===== src/hdl/ldm_pkg.sv =====
// Shared types and constants for the landmark dedup map.
package ldm_pkg;

  localparam int TABLE_DEPTH = 256;
  localparam int IDX_W       = $clog2(TABLE_DEPTH);
  localparam int CNT_W       = $clog2(TABLE_DEPTH + 1);

  localparam int COORD_W     = 24;
  localparam int DIFF_W      = COORD_W + 1;
  localparam int DIST_W      = 2 * DIFF_W;
  localparam int CFG_W       = 40;
  localparam int NEAR_D_W    = 49;
  localparam int COUNT_OUT_W = 9;

  localparam int DIST_LAT    = 3;
  localparam int DRAIN_W     = $clog2(DIST_LAT);

  localparam logic OP_OFFER   = 1'b0;
  localparam logic OP_QUERY   = 1'b1;
  localparam logic TBL_CONE   = 1'b0;
  localparam logic TBL_BARREL = 1'b1;

  typedef enum logic [1:0] {
    CFG_DEDUP_RADIUS = 2'd0,
    CFG_RANGE_LIMIT  = 2'd1,
    CFG_UTURN_RADIUS = 2'd2
  } cfg_idx_e;

  typedef struct packed {
    logic signed [COORD_W-1:0] x;
    logic signed [COORD_W-1:0] y;
  } entry_t;

  typedef struct packed {
    logic   valid;
    logic   is_range;
    entry_t pos;
  } dist_tag_t;

  typedef struct packed {
    logic                      op;
    logic                      table_select;
    logic signed [COORD_W-1:0] land_x;
    logic signed [COORD_W-1:0] land_y;
    logic signed [COORD_W-1:0] ego_x;
    logic signed [COORD_W-1:0] ego_y;
  } in_t;

  typedef struct packed {
    logic                      accepted;
    logic                      table_full;
    logic                      found;
    logic signed [COORD_W-1:0] near_x;
    logic signed [COORD_W-1:0] near_y;
    logic [NEAR_D_W-1:0]       near_dist_sq;
    logic [COUNT_OUT_W-1:0]    entry_count;
    logic                      uturn;
  } out_t;

endpackage


===== src/hdl/ldm_dist.sv =====
// Pipelined squared Euclidean distance unit with a tag carried alongside.
module ldm_dist (
  input  logic                             clk_i,
  input  logic                             rst_ni,
  input  ldm_pkg::entry_t                  a_i,
  input  ldm_pkg::entry_t                  b_i,
  input  ldm_pkg::dist_tag_t               tag_i,
  output logic [ldm_pkg::DIST_W-1:0]       dist_o,
  output ldm_pkg::dist_tag_t               tag_o
);

  logic signed [ldm_pkg::DIFF_W-1:0] diff_x, diff_y;
  logic [ldm_pkg::DIFF_W-1:0]        dx_d, dy_d, dx_q, dy_q;
  logic [ldm_pkg::DIST_W-1:0]        sqx_q, sqy_q, sum_q;
  ldm_pkg::dist_tag_t                tag1_q, tag2_q, tag3_q;

  always_comb begin
    diff_x = {a_i.x[ldm_pkg::COORD_W-1], a_i.x} - {b_i.x[ldm_pkg::COORD_W-1], b_i.x};
    diff_y = {a_i.y[ldm_pkg::COORD_W-1], a_i.y} - {b_i.y[ldm_pkg::COORD_W-1], b_i.y};
    dx_d   = diff_x[ldm_pkg::DIFF_W-1] ? ldm_pkg::DIFF_W'(-diff_x) : ldm_pkg::DIFF_W'(diff_x);
    dy_d   = diff_y[ldm_pkg::DIFF_W-1] ? ldm_pkg::DIFF_W'(-diff_y) : ldm_pkg::DIFF_W'(diff_y);
  end

  always_ff @(posedge clk_i or negedge rst_ni) begin
    if (!rst_ni) begin
      tag1_q <= '0;
      tag2_q <= '0;
      tag3_q <= '0;
    end else begin
      tag1_q <= tag_i;
      tag2_q <= tag1_q;
      tag3_q <= tag2_q;
    end
  end

  always_ff @(posedge clk_i) begin
    dx_q  <= dx_d;
    dy_q  <= dy_d;
    sqx_q <= ldm_pkg::DIST_W'(dx_q) * ldm_pkg::DIST_W'(dx_q);
    sqy_q <= ldm_pkg::DIST_W'(dy_q) * ldm_pkg::DIST_W'(dy_q);
    sum_q <= sqx_q + sqy_q;
  end

  assign dist_o = sum_q;
  assign tag_o  = tag3_q;

endmodule


===== config.mk =====
export PLATFORM = sky130hd
export DESIGN_NAME = ldm_dist
export DESIGN_NICKNAME = d
export VERILOG_FILES = /design/src/hdl/ldm_pkg.sv /design/src/hdl/ldm_dist.sv
export SDC_FILE = /design/constraint.sdc
export NUM_CORES = 2
export LEC_CHECK = 0
export ABC_AREA = 0
export BUFFER_PORTS_ARGS = -buffer_cell sky130_fd_sc_hd__buf_2
export CORE_ASPECT_RATIO = 1.5
export CORE_MARGIN = 2
export CORE_UTILIZATION = 60
export CTS_BUF_LIST = sky130_fd_sc_hd__clkbuf_8
export CTS_CLUSTER_DIAMETER = 120
export DETAILED_ROUTE_END_ITERATION = 16
export PLACE_DENSITY = 0.78
export REMOVE_ABC_BUFFERS = 1
export SYNTH_ARGS = -nofsm -noshare
export SYNTH_HDL_FRONTEND = slang
export SYNTH_SLANG_ARGS = --single-unit

===== constraint.sdc =====
create_clock -name clk_i -period 19.31 [get_ports clk_i]
set_clock_uncertainty 0.05 [all_clocks]
set_input_delay 0.9655 -clock clk_i [delete_from_list [all_inputs] [get_ports clk_i]]
set_output_delay 0.9655 -clock clk_i [all_outputs]
set_load 0.01 [all_outputs]

# Word level (Yosys, flattened, before mapping)
# Cells that the tools add are included.
# Widths: inputs -> output; s select.
totals:
  register_bits: 350
  word_cells: 28
op_classes:
  n_addsub: 5
  n_mul: 2
  muxes: 2
op_table:
  columns: ["op", "n"]
  rows:
  - ["$mul 25x25->50", 2]
  - ["$add 50x50->50", 1]
  - ["$neg 25->25", 2]
  - ["$sub 24x24->25", 2]
  - ["$mux 24", 2]

# Longest topological paths before layout
depth:
  depth_word: 3
  ltp_mapped: 28
  ltp_nobuf: 26

# Worst setup path after synthesis
# OpenSTA, ideal clock, no wires.
synth_timing:
  path_type: "register to register"
  start: "register dx_q[3] (netlist name)"
  end: "register sqx_q[46] (netlist name)"
  setup_time_ns: 0.072
  t_arrival_ns: 7.042
  t_required_ns: 19.188
  setup_slack_ns: 12.146
  stages_incl_launch_ff: 29
  path_buffers: 3
  synth_period_minus_slack_ns: 7.164
  cell_sequence: "dfxtp_1 > clkbuf_1 > clkbuf_1 > nand2_1 > fa_1 > inv_1 > fa_1 > inv_1 > fa_1 > inv_1 > fa_1 > inv_1 > fa_1 > inv_1 > fa_1 > inv_1 > fa_1 > inv_1 > ha_1 > clkbuf_1 > a21oi_1 > o21ai_0 > a221oi_1 > o21a_1 > o21ai_1 > a31oi_1 > o211ai_1 > a41oi_1 > xnor2_1"
synth_via:
  elab_chain_len: 1
synth_lines:
  columns: ["element", "line", "rtl"]
  rows:
  - ["start: declaration", "ldm_dist.sv:13", "logic [ldm_pkg::DIFF_W-1:0] dx_d, dy_d, dx_q, dy_q;"]
  - ["start signal: assignment", "ldm_dist.sv:37", "dx_q <= dx_d;"]
  - ["$mul 25x25->50", "ldm_dist.sv:39", "sqx_q <= ldm_pkg::DIST_W'(dx_q) * ldm_pkg::DIST_W'(dx_q);"]
  - ["end signal: assignment", "ldm_dist.sv:39", null]
  - ["end: declaration", "ldm_dist.sv:14", "logic [ldm_pkg::DIST_W-1:0] sqx_q, sqy_q, sum_q;"]
# Every way passes these cells.
# A chain may end at the register's enable or synchronous reset.

# Final worst setup path
layout_timing:
  start: "register dy_q[2] (netlist name)"
  end: "register sqy_q[44] (netlist name)"
layout_via:
  elab_chain_len: 1
layout_lines:
  columns: ["element", "line", "rtl"]
  rows:
  - ["start: declaration", "ldm_dist.sv:13", null]
  - ["start signal: assignment", "ldm_dist.sv:38", "dy_q <= dy_d;"]
  - ["$mul 25x25->50", "ldm_dist.sv:40", "sqy_q <= ldm_pkg::DIST_W'(dy_q) * ldm_pkg::DIST_W'(dy_q);"]
  - ["end signal: assignment", "ldm_dist.sv:40", null]
  - ["end: declaration", "ldm_dist.sv:14", null]
# Every way passes these cells.

==> out/metrics.cfg <==
[drt]
wirelength_um=115000
postRouteAntennaNets=0
avgViaCountPerCell=5.50
vias=36100
drtPass1Iterations=6
drc_errors=0
drt-wirelength-per-cell_um=17.5
drt_iter0_markers=1879

[cts]
path_clk_slew_ns=0.07
cts_root_buf=clkbuf_8
htreeDepth=2
cts_buffers=53
worstSkewPairLatency_ns=0.73
cts_buffer_depth=3
holdBufCountCts=0
cts.sinks=348
tritoncts=yes
cts_resized=0
cts_setup_buffers=0

[synthesis]
synth_cell_types=82
synth_edf_count=0
avgSynthCellArea_um2=9.40
synth_cells=5300
ys.flop_type=dfxtp_1
mappedNetlistArea_um2=49800
ys_ff_latch=348
yosysTopAreaCell=fa_1
synth.most_common_cell=inv_1
ys_top_cells_by_count=1451 x inv_1, 934 x fa_1, 472 x ha_1
seq_area_frac_synth_pct=15.5
yosysTopAreaCellShare_pct=37.5
synth_area_leaders=fa_1 38%, ha_1 12%, inv_1 11%
ys_async_sr_fraction_pct=43.1
ys_warn_count=0

[final_layout]
num-fill-cells=6645
layout.nets=7029
drive_above_1_share_pct=7.04
utilization_pct=64.6
multi_input_area_um2=36100
fin_cells=6564
regArea_um2=7720
area_delta_synth_final_pct=6.80

[timing]
setup_viol=0
totalNegativeSetupSlack_ns=0
clock.fmax_mhz=121
max_slew_margin_pct=19.0
rsz0062_at_grt=no
worst_pin_slew_ns=1.21
hold_violations=0
slew_viol_final=0
fin_crit_ns=8.24
fin_crit_sh_pct=42.7

[global_routing]
first_global_vias=39500
grt_pass1_wl_um=189000
antenna_found_initial=3
grt_max_degree=80
grtUsageTotal_pct=28.1
grt_overflow=0

[critical_path]
crit_slowest_cell=dfxtp_1
worstSetupPathType=register to register
slowest_delay_ns=1.07
cp_cell_sequence=nand2_1 -> fa_1 -> inv_1 -> fa_1 -> inv_1 -> fa_1 -> inv_1 -> fa_1 -> inv_1 -> fa_1 -> inv_1 -> fa_1 -> inv_1 -> fa_1 -> inv_1 -> ha_1 -> nand2_1 -> a211o_1 -> o21ai_0 -> a31oi_1 -> o211ai_1 -> nand2_1 -> o21a_1 -> o311ai_0
setup.worst_path.end_class=register
cp_max_fo=24
worstPathRequired_ns=19.81
cp-start-kind=register
critPathArrivalTime_ns=8.73

[run]
drv_cap=0

[die]
die_x_um=239
die_y_um=357
dieArea_um2=85400
rows=129
ios=248
core_area_um2=82300
initial_utilization_pct=60.5

[placement]
dp_hpwl_um=94700
place_congestion=0.939
portBuffers=247
placed_cells=6468

[min_path]
hold_class=register to register

[run_status]
status=completed

==> state kept, by name, summed over array words and instances (netlist names) <==
register	cells
tag_o	50
sqy_q	49
dy_q	25
dist_o	50
dx_q	25
tag2_q	50
tag1_q	50
sqx_q	49
==> area by class of cell <==
class,count,share of cell area (%)
antenna,1,0.00470
clock buffer,60,1.55
clock inverter,35,0.682
inverter,1451,10.2
multi-input combinational,3344,67.8
sequential,348,14.5
tap,1048,2.46
timing repair buffer,277,2.76
==> logic make-up (layout without fill, tap and decap cells) <==
| logic type | Yosys count | after routing | synth area share, % |
|---|---|---|---|
| buffers and inverters | 1608 | 1823 | 12.1 |
| adders and majority gates | 1406 | 1406 | 49.4 |
| and+or+nand+nor | 1073 | 1073 | 10.5 |
| AOI/OAI and AO/OA | 626 | 626 | 8.25 |
| DFF | 348 | 348 | 15.5 |
| xor gates and xnor gates | 230 | 230 | 4.04 |
| muxes | 9 | 9 | 0.191 |
| other | 0 | 1 | 0 |
==> cells in the final DEF, fill, tap and decap left out, types with 34 or more instances in the layout <==
| master | Yosys | layout |
|---|---|---|
| inv_1 | 1451 | 1464 |
| fa_1 | 934 | 934 |
| ha_1 | 472 | 472 |
| nand2_1 | 416 | 416 |
| and2_1 | 249 | 249 |
| buf_2 | 2 | 246 |
| dfxtp_1 | 198 | 198 |
| a21oi_1 | 195 | 195 |
| nor2_1 | 171 | 171 |
| dfrtp_1 | 150 | 150 |
| xnor2_1 | 143 | 143 |
| o21ai_0 | 95 | 95 |
| a21o_1 | 92 | 92 |
| xor2_1 | 87 | 87 |
| clkbuf_8 | 0 | 60 |
| nand3_1 | 47 | 47 |
| nor2b_1 | 37 | 37 |
| a31oi_1 | 35 | 34 |
| nor3_1 | 34 | 34 |
==> routing by layer <==
| metal | global-route usage [%] | up-vias | routed length [µm] |
|---|---|---|---|
| met5 | 0 | - | 13 |
| met4 | 16.9 | 2 | 7620 |
| met3 | 3.68 | 446 | 6480 |
| met2 | 51.8 | 1228 | 61100 |
| met1 | 30.7 | 18000 | 40000 |
| li1 | - | 16400 | - |
==> final timing paths <==
| check | from | endpoint | slack, ns | cells past startpoint |
|---|---|---|---|---|
| setup / recovery | dy_q[2]$_DFF_P_ | sqy_q[44]$_DFF_P_ | 11.07 | 24 |
| hold / removal | tag2_q[28]$_DFF_PN0_ | tag_o[28]$_DFF_PN0_ | 0.22 | 0 |
| setup reg to reg | dy_q[2]$_DFF_P_ | sqy_q[44]$_DFF_P_ | 11.07 | 24 |
| hold reg to reg | tag2_q[28]$_DFF_PN0_ | tag_o[28]$_DFF_PN0_ | 0.22 | 0 |
| max in group asynchronous | rst_ni | tag_o[0]$_DFF_PN0_ | 17.63 | 2 |
| min in group asynchronous | rst_ni | tag2_q[21]$_DFF_PN0_ | 0.29 | 1 |
==> worst max-delay path: cells and delay by family, from the launching register on <==
family	cells	cell delay, ns
buffers and inverters	7	0.38
AO/OA/AOI/OAI	6	2.00
adder cells (fa/ha/maj)	8	4.02
flip-flops	1	1.07
AND/OR/NAND/NOR	3	0.52
==> stage by stage <==
| stage | worst slack [ns] | cell area (µm²) | hold slack [ns] |
|---|---|---|---|
| after floorplan | 12.40 | 49200 | 0.281 |
| after global placement | 11.45 | 52000 | 0.281 |
| after detailed placement | 11.33 | 52000 | 0.285 |
| after CTS | 11.19 | 53200 | 0.218 |
| after global routing | 10.76 | 53200 | 0.242 |
| final | 11.07 | 53200 | 0.219 |
Power is not shown: default switching activity piles up to over one toggle a cycle in this logic, so the estimate is an artifact.
